===== config.mk =====
export PLATFORM = sky130hd
export DESIGN_NAME = hmac_sha1_engine_top
export DESIGN_NICKNAME = d
export VERILOG_FILES = /design/src/hdl/hsha_pkg.sv /design/src/hdl/hsha_core.sv /design/src/hdl/hmac_sha1_engine_top.sv
export SDC_FILE = /design/constraint.sdc
export NUM_CORES = 2
export LEC_CHECK = 0
export ABC_AREA = 1
export BUFFER_PORTS_ARGS = -buffer_cell sky130_fd_sc_hd__buf_2
export CAP_MARGIN = 25
export CORE_MARGIN = 10
export CORE_UTILIZATION = 32
export CTS_CLUSTER_DIAMETER = 80
export DETAILED_ROUTE_END_ITERATION = 7
export PLACE_DENSITY = 0.55
export SKIP_CTS_REPAIR_TIMING = 1
export SYNTH_ARGS = -nofsm -noshare
export SYNTH_HDL_FRONTEND = slang
export SYNTH_SLANG_ARGS = --single-unit

===== constraint.sdc =====
create_clock -name clk -period 16 [get_ports clk]
set_input_delay 0.8 -clock clk [delete_from_list [all_inputs] [get_ports clk]]
set_output_delay 0.8 -clock clk [all_outputs]
set_load 0.02 [all_outputs]

===== src/hdl/hsha_pkg.sv =====
package hsha_pkg;

	localparam int KEY_REGS = 8;
	localparam int KEY_W = 64;
	localparam int CFG_IDX_W = 3;
	localparam int DIGEST_WORDS = 5;

	localparam logic [31:0] IPAD_WORD = 32'h36363636;
	localparam logic [31:0] OPAD_WORD = 32'h5c5c5c5c;
	localparam logic [7:0] PAD_BYTE = 8'h80;
	localparam logic [31:0] OUTER_LEN_BITS = 32'd672;

	localparam logic [31:0] SHA_IV [5] = '{
		32'h67452301, 32'hefcdab89, 32'h98badcfe, 32'h10325476, 32'hc3d2e1f0
	};

	function automatic logic [31:0] round_k(input logic [6:0] t);
		if (t < 7'd20) return 32'h5a827999;
		else if (t < 7'd40) return 32'h6ed9eba1;
		else if (t < 7'd60) return 32'h8f1bbcdc;
		else return 32'hca62c1d6;
	endfunction

	function automatic logic [31:0] round_f(input logic [6:0] t,
			input logic [31:0] b, input logic [31:0] c, input logic [31:0] d);
		if (t < 7'd20) return d ^ (b & (c ^ d));
		else if (t < 7'd40 || t >= 7'd60) return b ^ c ^ d;
		else return (b & c) | (b & d) | (c & d);
	endfunction

	// Control from the sequencer to the round core.
	typedef struct packed {
		logic start;  // load working variables from the chain value
		logic iv;     // chain value back to the initial values
	} core_ctl_t;

endpackage


===== src/hdl/hsha_core.sv =====
// SHA-1 compression core: one round per cycle, schedule kept in a 16-word
// sliding window. The window is loaded by the sequencer before start.
module hsha_core
	import hsha_pkg::*;
(
	input  logic        clk,
	input  logic        arst_n,
	input  core_ctl_t   ctl,
	input  logic        win_we,
	input  logic [3:0]  win_addr,
	input  logic [31:0] win_data,
	output logic        busy,
	output logic        done,
	output logic [31:0] chain [5]
);

	logic [31:0] w_q [16];
	logic [31:0] a_q, b_q, c_q, d_q, e_q;
	logic [31:0] h_q [5];
	logic [6:0]  t_q;
	logic        busy_q, done_q;
	logic [31:0] wt, wnew, tmp;

	assign wnew = {w_q[13] ^ w_q[8] ^ w_q[2] ^ w_q[0]};
	assign wt = (t_q < 7'd16) ? w_q[0] : {wnew[30:0], wnew[31]};
	assign tmp = {a_q[26:0], a_q[31:27]} + round_f(t_q, b_q, c_q, d_q) + e_q + wt
		+ round_k(t_q);

	always_ff @(posedge clk) begin
		if (busy_q) begin
			for (int i = 0; i < 15; i++) w_q[i] <= w_q[i+1];
			w_q[15] <= wt;
		end else if (win_we) begin
			w_q[win_addr] <= win_data;
		end
	end

	always_ff @(posedge clk or negedge arst_n) begin
		if (!arst_n) begin
			busy_q <= 1'b0;
			done_q <= 1'b0;
			t_q <= '0;
			for (int i = 0; i < 5; i++) h_q[i] <= SHA_IV[i];
			{a_q, b_q, c_q, d_q, e_q} <= '0;
		end else begin
			done_q <= 1'b0;
			if (ctl.iv) begin
				for (int i = 0; i < 5; i++) h_q[i] <= SHA_IV[i];
			end
			if (ctl.start) begin
				busy_q <= 1'b1;
				t_q <= '0;
				a_q <= h_q[0]; b_q <= h_q[1]; c_q <= h_q[2];
				d_q <= h_q[3]; e_q <= h_q[4];
			end else if (busy_q) begin
				a_q <= tmp; b_q <= a_q; c_q <= {b_q[1:0], b_q[31:2]};
				d_q <= c_q; e_q <= d_q;
				t_q <= t_q + 7'd1;
				if (t_q == 7'd79) begin
					busy_q <= 1'b0;
					done_q <= 1'b1;
					h_q[0] <= h_q[0] + tmp;
					h_q[1] <= h_q[1] + a_q;
					h_q[2] <= h_q[2] + {b_q[1:0], b_q[31:2]};
					h_q[3] <= h_q[3] + c_q;
					h_q[4] <= h_q[4] + d_q;
				end
			end
		end
	end

	assign busy = busy_q;
	assign done = done_q;
	assign chain = h_q;

	a_no_start_busy: assert property (@(posedge clk) disable iff (!arst_n)
		busy_q |-> !ctl.start) else $error("start while busy");
	a_done_after_last: assert property (@(posedge clk) disable iff (!arst_n)
		(busy_q && t_q == 7'd79 && !ctl.start) |=> done_q) else $error("missed done");
	a_count_range: assert property (@(posedge clk) disable iff (!arst_n)
		busy_q |-> t_q < 7'd80) else $error("round count range");

endmodule


===== src/hdl/hmac_sha1_engine_top.sv =====
// HMAC-SHA1 engine over a byte stream.
// Input channel: in_valid/in_stall carry one beat per message byte with
// data_byte, byte_present and last_byte. byte_present low lets a beat carry
// no byte (for example an empty final beat). The first beat of each message
// first hashes the key XOR 0x36 block. A plain beat goes through accept,
// byte write and bookkeeping. The beat that fills a 64-byte block also
// waits while the shared round core runs 80 rounds, one per cycle.
// in_stall stays high while the engine works.
// On a beat with last_byte high, the engine pads the inner hash (one or two
// blocks, with the 64-bit bit length), then hashes key XOR 0x5c and the inner
// digest. Then it sends five beats on the output channel (out_valid,
// out_stall): digest_word, word_index 0..4, last_word on the fifth.
// A stalled output holds the word; the engine waits until all five are taken
// before accepting the next beat. Key registers are written through cfg_we,
// cfg_index, cfg_data; the user must write them only while idle, which the
// block itself does not enforce. cfg_index reaches all eight registers, 0..7.
// Reset (arst_n low) clears the key to zero and returns to the idle state.
module hmac_sha1_engine_top
	import hsha_pkg::*;
(
	input  logic        clk,
	input  logic        arst_n,
	input  logic        cfg_we,
	input  logic [CFG_IDX_W-1:0] cfg_index,
	input  logic [KEY_W-1:0]     cfg_data,
	input  logic        in_valid,
	output logic        in_stall,
	input  logic [7:0]  data_byte,
	input  logic        byte_present,
	input  logic        last_byte,
	output logic        out_valid,
	input  logic        out_stall,
	output logic [31:0] digest_word,
	output logic [2:0]  word_index,
	output logic        last_word
);

	typedef enum logic [8:0] {
		S_IDLE   = 9'b000000001,
		S_KEYLD  = 9'b000000010,  // load a pad block into the window
		S_RUN    = 9'b000000100,  // wait for the core
		S_BYTE   = 9'b000001000,  // after a beat: start padding or return to idle
		S_PAD    = 9'b000010000,  // padding bytes
		S_OUTLD  = 9'b000100000,  // outer second block load
		S_EMIT   = 9'b001000000,
		S_WRBYTE = 9'b010000000,  // the accepted byte
		S_START  = 9'b100000000
	} state_t;

	// What to do when the core finishes.
	typedef enum logic [2:0] {
		N_IN = 3'b001, N_PAD = 3'b010, N_OUT = 3'b100
	} next_t;

	state_t state_q;
	next_t  after_q;
	logic [KEY_W-1:0] key_q [KEY_REGS];
	logic [5:0]  pos_q;
	logic [63:0] len_q;
	logic [63:0] fin_len_q;
	logic [7:0]  byte_q;
	logic        last_q, keyed_q, outer_q, opad_q;
	logic [3:0]  ld_q;
	logic [3:0]  pad_cnt_q;   // padding progress (0 before 0x80, 14 last inner block, 15 outer)
	logic        len_phase_q;
	logic [31:0] inner_q [5];
	logic [31:0] win_word_q;
	logic [2:0]  emit_q;

	core_ctl_t   ctl;
	logic        win_we;
	logic [3:0]  win_addr;
	logic [31:0] win_data;
	logic        core_busy, core_done;
	logic [31:0] chain [5];

	hsha_core u_core (
		.clk, .arst_n, .ctl, .win_we, .win_addr, .win_data,
		.busy(core_busy), .done(core_done), .chain
	);

	always_ff @(posedge clk or negedge arst_n) begin
		if (!arst_n) begin
			for (int i = 0; i < KEY_REGS; i++) key_q[i] <= '0;
		end else if (cfg_we) begin
			key_q[cfg_index] <= cfg_data;
		end
	end

	logic [63:0] kreg;
	logic [31:0] kword, pad_word;
	logic [7:0]  cur_byte;
	logic [4:0]  sh;
	assign kreg = key_q[ld_q[3:1]];
	assign pad_word = opad_q ? OPAD_WORD : IPAD_WORD;
	assign kword = (ld_q[0] ? kreg[31:0] : kreg[63:32]) ^ pad_word;
	assign sh = {~pos_q[1:0], 3'b000};

	// Byte to place: accepted byte, 0x80, zero fill or a length byte.
	always_comb begin
		case (state_q)
			S_WRBYTE: cur_byte = byte_q;
			S_PAD: begin
				if (len_phase_q) cur_byte = fin_len_q[63:56];
				else if (pad_cnt_q == 4'd0) cur_byte = PAD_BYTE;
				else cur_byte = 8'h00;
			end
			default: cur_byte = 8'h00;
		endcase
	end

	// Read-modify-write of a window word is avoided by assembling whole
	// words in win_word_q and writing the word when its last byte lands.
	logic [31:0] merged;
	assign merged = win_word_q | ({24'd0, cur_byte} << sh);

	logic [31:0] outer_word;
	always_comb begin
		case (ld_q)
			4'd0, 4'd1, 4'd2, 4'd3, 4'd4: outer_word = inner_q[ld_q[2:0]];
			4'd5: outer_word = 32'h80000000;
			4'd15: outer_word = OUTER_LEN_BITS;
			default: outer_word = 32'd0;
		endcase
	end

	always_comb begin
		win_we = 1'b0;
		win_addr = ld_q;
		win_data = kword;
		case (state_q)
			S_KEYLD: win_we = 1'b1;
			S_OUTLD: begin win_we = 1'b1; win_data = outer_word; end
			S_WRBYTE, S_PAD: begin
				win_we = (pos_q[1:0] == 2'd3);
				win_addr = pos_q[5:2];
				win_data = merged;
			end
			default: ;
		endcase
	end

	logic byte_go;
	assign byte_go = (state_q == S_WRBYTE) || (state_q == S_PAD);

	always_ff @(posedge clk or negedge arst_n) begin
		if (!arst_n) begin
			state_q <= S_IDLE;
			after_q <= N_IN;
			pos_q <= '0; len_q <= '0; keyed_q <= 1'b0; outer_q <= 1'b0;
			opad_q <= 1'b0; ld_q <= '0; pad_cnt_q <= '0; len_phase_q <= 1'b0;
			emit_q <= '0; win_word_q <= '0; last_q <= 1'b0; byte_q <= '0;
			fin_len_q <= '0;
			for (int i = 0; i < 5; i++) inner_q[i] <= '0;
		end else begin
			if (byte_go) begin
				win_word_q <= (pos_q[1:0] == 2'd3) ? 32'd0 : merged;
				pos_q <= pos_q + 6'd1;
				if (len_phase_q) fin_len_q <= {fin_len_q[55:0], 8'd0};
			end
			case (state_q)
				S_IDLE: begin
					if (in_valid) begin
						byte_q <= data_byte;
						last_q <= last_byte;
						// The key block counts as the first 512 bits of the inner hash.
						if (!keyed_q) len_q <= 64'd512 + (byte_present ? 64'd8 : 64'd0);
						else if (byte_present) len_q <= len_q + 64'd8;
						if (!keyed_q) begin
							state_q <= S_KEYLD;
							ld_q <= '0; opad_q <= 1'b0;
							after_q <= N_IN;
						end else begin
							state_q <= byte_present ? S_WRBYTE : S_BYTE;
						end
						keyed_q <= 1'b1;
						outer_q <= ~byte_present; // reuse: no byte flag
					end
				end
				S_KEYLD, S_OUTLD: begin
					ld_q <= ld_q + 4'd1;
					if (ld_q == 4'd15) state_q <= S_START;
				end
				S_START: state_q <= S_RUN;
				S_RUN: begin
					if (core_done) begin
						case (after_q)
							N_IN: state_q <= outer_q ? S_BYTE : S_WRBYTE;
							N_PAD: state_q <= (pad_cnt_q == 4'd15) ? S_EMIT : S_PAD;
							N_OUT: begin
								// outer key block done; load inner digest block
								state_q <= S_OUTLD; ld_q <= '0;
								pad_cnt_q <= 4'd15;
								after_q <= N_PAD;
							end
							default: state_q <= S_IDLE;
						endcase
						if (after_q == N_PAD && pad_cnt_q == 4'd15) emit_q <= '0;
					end
				end
				S_WRBYTE: begin
					outer_q <= 1'b1;  // byte consumed
					if (pos_q == 6'd63) begin
						state_q <= S_START; after_q <= N_IN;
					end else begin
						state_q <= S_BYTE;
					end
				end
				S_BYTE: begin
					if (last_q) begin
						state_q <= S_PAD; pad_cnt_q <= '0; len_phase_q <= 1'b0;
						fin_len_q <= len_q;
					end else begin
						state_q <= S_IDLE;
					end
				end
				S_PAD: begin
					if (!len_phase_q) begin
						if (pad_cnt_q == 4'd0) pad_cnt_q <= 4'd1;
						if (pos_q == 6'd55) begin
							len_phase_q <= 1'b1; pad_cnt_q <= 4'd1;
						end
						if (pos_q == 6'd63) begin
							state_q <= S_START; after_q <= N_PAD;
						end
					end else if (pos_q == 6'd63) begin
						// inner hash complete after this block
						state_q <= S_START; after_q <= N_PAD;
						len_phase_q <= 1'b0;
						pad_cnt_q <= 4'd14;
					end
				end
				default: ;
			endcase
			// After the final inner block: capture digest, start outer pass.
			if (state_q == S_RUN && core_done && after_q == N_PAD
					&& pad_cnt_q == 4'd14) begin
				for (int i = 0; i < 5; i++) inner_q[i] <= chain[i];
				state_q <= S_KEYLD; ld_q <= '0; opad_q <= 1'b1;
				after_q <= N_OUT;
			end
			if (state_q == S_EMIT && !out_stall) begin
				emit_q <= emit_q + 3'd1;
				if (emit_q == 3'd4) begin
					state_q <= S_IDLE;
					len_q <= '0; pos_q <= '0; keyed_q <= 1'b0; pad_cnt_q <= '0;
				end
			end
		end
	end

	// Chain value to IV when a key block starts; core applies it before start.
	always_comb begin
		ctl.iv = (state_q == S_KEYLD) && (ld_q == 4'd0);
		ctl.start = (state_q == S_START);
	end

	assign in_stall = (state_q != S_IDLE);
	assign out_valid = (state_q == S_EMIT);
	assign digest_word = chain[emit_q];
	assign word_index = emit_q;
	assign last_word = (emit_q == 3'd4);

	a_emit_range: assert property (@(posedge clk) disable iff (!arst_n)
		out_valid |-> emit_q <= 3'd4) else $error("emit index range");
	a_no_accept_busy: assert property (@(posedge clk) disable iff (!arst_n)
		core_busy |-> in_stall) else $error("accept while core busy");
	a_onehot: assert property (@(posedge clk) disable iff (!arst_n)
		$onehot(after_q)) else $error("after code");

endmodule


==> flow_summary.json <==
{
  "outcome": "finished, final reports clean",
  "ys_seq_elements": 1715,
  "synthFlopType": "dfrtp_1",
  "grt_usage_pct": 22.4,
  "via_per_inst": 5.31,
  "yosysSeqAreaShare_pct": 49.3,
  "ir_drop_v": 0.0000893,
  "relSlewSlack_pct": 17.5,
  "startpoint": "u_core.t_q[4]$_DFFE_PN0P_",
  "cp_slowest_cell": "inv_1",
  "placed_cells": 14700,
  "power.switching_mw": 2.62,
  "setup_viol": 0,
  "fillCellCount": 30100,
  "ys_types": 62,
  "first_iter_violations": 8735,
  "area_growth_pct": 12.0,
  "portBuffers": 119,
  "synth_nets": 11600,
  "h-tree-depth": 4,
  "synthesis.area_mm2": 0.0924,
  "min_period_ns": 8.29,
  "tightest_slew_ns": 1.23,
  "nets": 11500,
  "cts_made_buffers": 205,
  "stdcell_area_mm2": 0.104,
  "grt_pass1_vias": 75300,
  "cp_max_fo": 33,
  "place_ws_ns": 7.75,
  "ant_nets": 0,
  "total_power_mw": 10.2,
  "worst_slack_ns": 7.71,
  "drive_gt1_share_pct": 7.00,
  "cts_tree": "done",
  "holdCritPathClass": "input pin to flip-flop",
  "root_buffer": "clkbuf_16",
  "setup_tns_ns": 0,
  "p_leak_nw": 45.2,
  "synth.avg_cell_area_um2": 8.25,
  "yosys_warnings": 0,
  "drv_cap": 0,
  "r2r_slack_ns": 7.71,
  "grt_first_pass_wirelength_um": 525000,
  "dieArea_mm2": 0.311,
  "seq_area_mm2": 0.0456,
  "startpoint_type": "flip-flop",
  "ios": 120,
  "worstSetupEndpointType": "flip-flop",
  "finalMaxSlewViolations": 0,
  "placed_cell_area_mm2": 0.0969,
  "slowest_delay_ns": 0.81,
  "period_share_pct": 51.8,
  "seqPwrFrac_pct": 47.7,
  "hold_viol": 0,
  "grt_max_degree": 192,
  "p_int_mw": 7.60,
  "async_flop_share_pct": 70.1,
  "skew_ns": 0.127,
  "reg2regPathDepth": 36,
  "r2r_end": "u_core.chain[159]$_DFF_PN0_",
  "crit_arrival_ns": 9.04,
  "die_y_um": 557,
  "rows": 197,
  "synth_edf_count": 512,
  "pwr-share-clk_pct": 45.5,
  "crit_type": "flip-flop to flip-flop",
  "antenna_found_initial": 26,
  "gp_congestion": 0.967,
  "clock.fmax_ghz": 0.121,
  "via_count": 79800,
  "cts_sinks": 1715,
  "pwr-share-comb_pct": 6.8,
  "die_w_um": 557,
  "critPathMostFrequentCell": "nand2_1",
  "coreArea_mm2": 0.288,
  "drc": 0,
  "multi_input_area_mm2": 0.0407,
  "dp_hpwl_um": 253000,
  "clk_pin_slew_ns": 0.06,
  "clk_path_buf_depth": 4,
  "drt_first_pass_iters": 6,
  "finalNonFillerCells": 15000,
  "power_density_mw_per_mm2": 98.6,
  "start_util_pct": 32.1,
  "r2r-start": "u_core.t_q[4]$_DFFE_PN0P_",
  "wl_per_cell_um": 24.0,
  "grt_overflow": 0,
  "hold_depth": 3,
  "clkLatencyLatePin_ns": 0.93,
  "critPathRequiredTime_ns": 16.75,
  "wl_um": 361000,
  "yosysTopAreaCell": "dfrtp_1",
  "grt_setup_unrepaired": "false",
  "cp-endpoint": "u_core.chain[159]$_DFF_PN0_",
  "synth_top_area_share_pct": 30.3,
  "synthTopCellsByArea": "dfrtp_1, edfxtp_1, nand2_1, o21ai_0, inv_1",
  "swShare_pct": 25.6,
  "syn_inst": 11200
}
==> worst min-delay path by stage <==
stage | from | end | slack (ns)
floorplan | byte_q[1]$_DFFE_PN0P_ | byte_q[1]$_DFFE_PN0P_ | 0.44
global placement | byte_q[1]$_DFFE_PN0P_ | byte_q[1]$_DFFE_PN0P_ | 0.46
detailed placement | key_q[163]$_DFFE_PN0P_ | key_q[163]$_DFFE_PN0P_ | 0.47
CTS | arst_n | u_core.chain[11]$_DFF_PN0_ | -0.09
global route | cfg_data[2] | key_q[2]$_DFFE_PN0P_ | 0.09
finish | cfg_data[4] | key_q[4]$_DFFE_PN0P_ | 0.12
==> through the flow <==
stage	util [%]	hold slack [ns]
after global placement	33.6	0.457
final	36.0	0.117
after CTS	35.9	-0.0916
after floorplan	-	0.442
after global routing	36.0	0.0923
after detailed placement	33.6	0.468
==> sequential cells by signal, indices dropped and copies added, names as in the netlist, 8 cells and up <==
| signal | cells |
|---|---|
| len_q | 64 |
| u_core.d_q | 32 |
| u_core.a_q | 32 |
| u_core.c_q | 32 |
| u_core.b_q | 32 |
| u_core.e_q | 32 |
| byte_q | 8 |
| u_core.chain | 160 |
| u_core.w_q | 512 |
| win_word_q | 32 |
| key_q | 512 |
| fin_len_q | 64 |
| inner_q | 160 |
| state_q | 9 |
==> power groups by stage <==
stage / clock (mW) / combinational [mW] / sequential [mW]
detailed placement: 0 / 0.699 / 4.95
floorplan: 0 / 0.365 / 4.92
global route: 4.88 / 0.775 / 4.90
global placement: 0 / 0.688 / 4.94
CTS: 4.70 / 0.699 / 4.87
finish: 4.65 / 0.699 / 4.87
==> layer usage <==
layer / vias to the layer above / wire (µm) / GRT usage (%)
li1: 37000 / - / -
met1: 39100 / 160000 / 32.0
met2: 3201 / 157000 / 34.0
met3: 526 / 31600 / 4.59
met4: 12 / 12600 / 6.97
met5: - / 76 / 0
==> cell families (layout without fill, tap and decap cells) <==
family                   count (synthesis)  after routing  synth area share (%)
other                                    0              4                     0
adder cells (fa/ha/maj)                329            329                  5.46
buffers and inverters                 1648           1692                  6.91
AND/OR/NAND/NOR                       4615           4615                  19.8
AO/OA/AOI/OAI                         2653           2653                  16.2
flip-flops                            1715           1715                  49.3
XOR/XNOR                               246            246                  2.33
==> cells in the mapped netlist (6+ instances only) <==
| master | number |
|---|---|
| nand2_1 | 3306 |
| o21ai_0 | 1327 |
| dfrtp_1 | 1121 |
| inv_1 | 1011 |
| nor2_1 | 712 |
| a21oi_1 | 652 |
| edfxtp_1 | 512 |
| clkbuf_1 | 423 |
| nand3_1 | 346 |
| ha_1 | 205 |
| o22ai_1 | 153 |
| buf_2 | 131 |
| xnor2_1 | 130 |
| fa_1 | 124 |
| xor2_1 | 116 |
| o221ai_1 | 107 |
| nor3_1 | 98 |
| dfstp_2 | 82 |
| o211ai_1 | 69 |
| nand4_1 | 62 |
| a31oi_1 | 47 |
| o21bai_1 | 43 |
| a22oi_1 | 42 |
| buf_1 | 41 |
| a21o_1 | 31 |
| inv_2 | 31 |
| a32o_1 | 30 |
| o21ai_1 | 30 |
| nor4_1 | 28 |
| o2111ai_1 | 26 |
| nor2_2 | 22 |
| a221oi_1 | 19 |
| o211a_1 | 14 |
| o21a_1 | 14 |
| nand3b_1 | 13 |
| a211oi_1 | 11 |
| a21boi_0 | 10 |
| buf_4 | 7 |
| and2_1 | 6 |
| nand2_2 | 6 |
| o311ai_0 | 6 |
| o31ai_1 | 6 |
==> worst max-delay path: cells and delay by family, from the launching register on <==
| kind | cells | cell delay, ns |
|---|---|---|
| AO/OA/AOI/OAI | 5 | 1.32 |
| adder cells (fa/ha/maj) | 6 | 2.47 |
| buffers and inverters | 3 | 0.94 |
| flip-flops | 1 | 0.41 |
| AND/OR/NAND/NOR | 22 | 3.03 |
==> cell type report <==
type,instances,share of cell area [%]
inverter,1044,3.80
antenna,4,0.00966
clock inverter,82,0.697
multi-input combinational,7843,39.3
sequential,1715,44.0
tap,3781,4.57
clock buffer,281,5.59
timing repair buffer,285,2.01
==> cells in the final DEF, fill, tap and decap left out, types with 96 or more instances in the layout <==
cell type,n
a21oi_1,651
inv_1,1009
nor3_1,96
o21ai_0,1326
edfxtp_1,512
dfrtp_1,1115
clkbuf_16,205
fa_1,124
nor2_1,704
xnor2_1,130
o22ai_1,153
xor2_1,116
o221ai_1,107
buf_2,119
ha_1,205
buf_4,150
nand2_1,3294
nand3_1,339
Power figures use the tool's default switching activity.
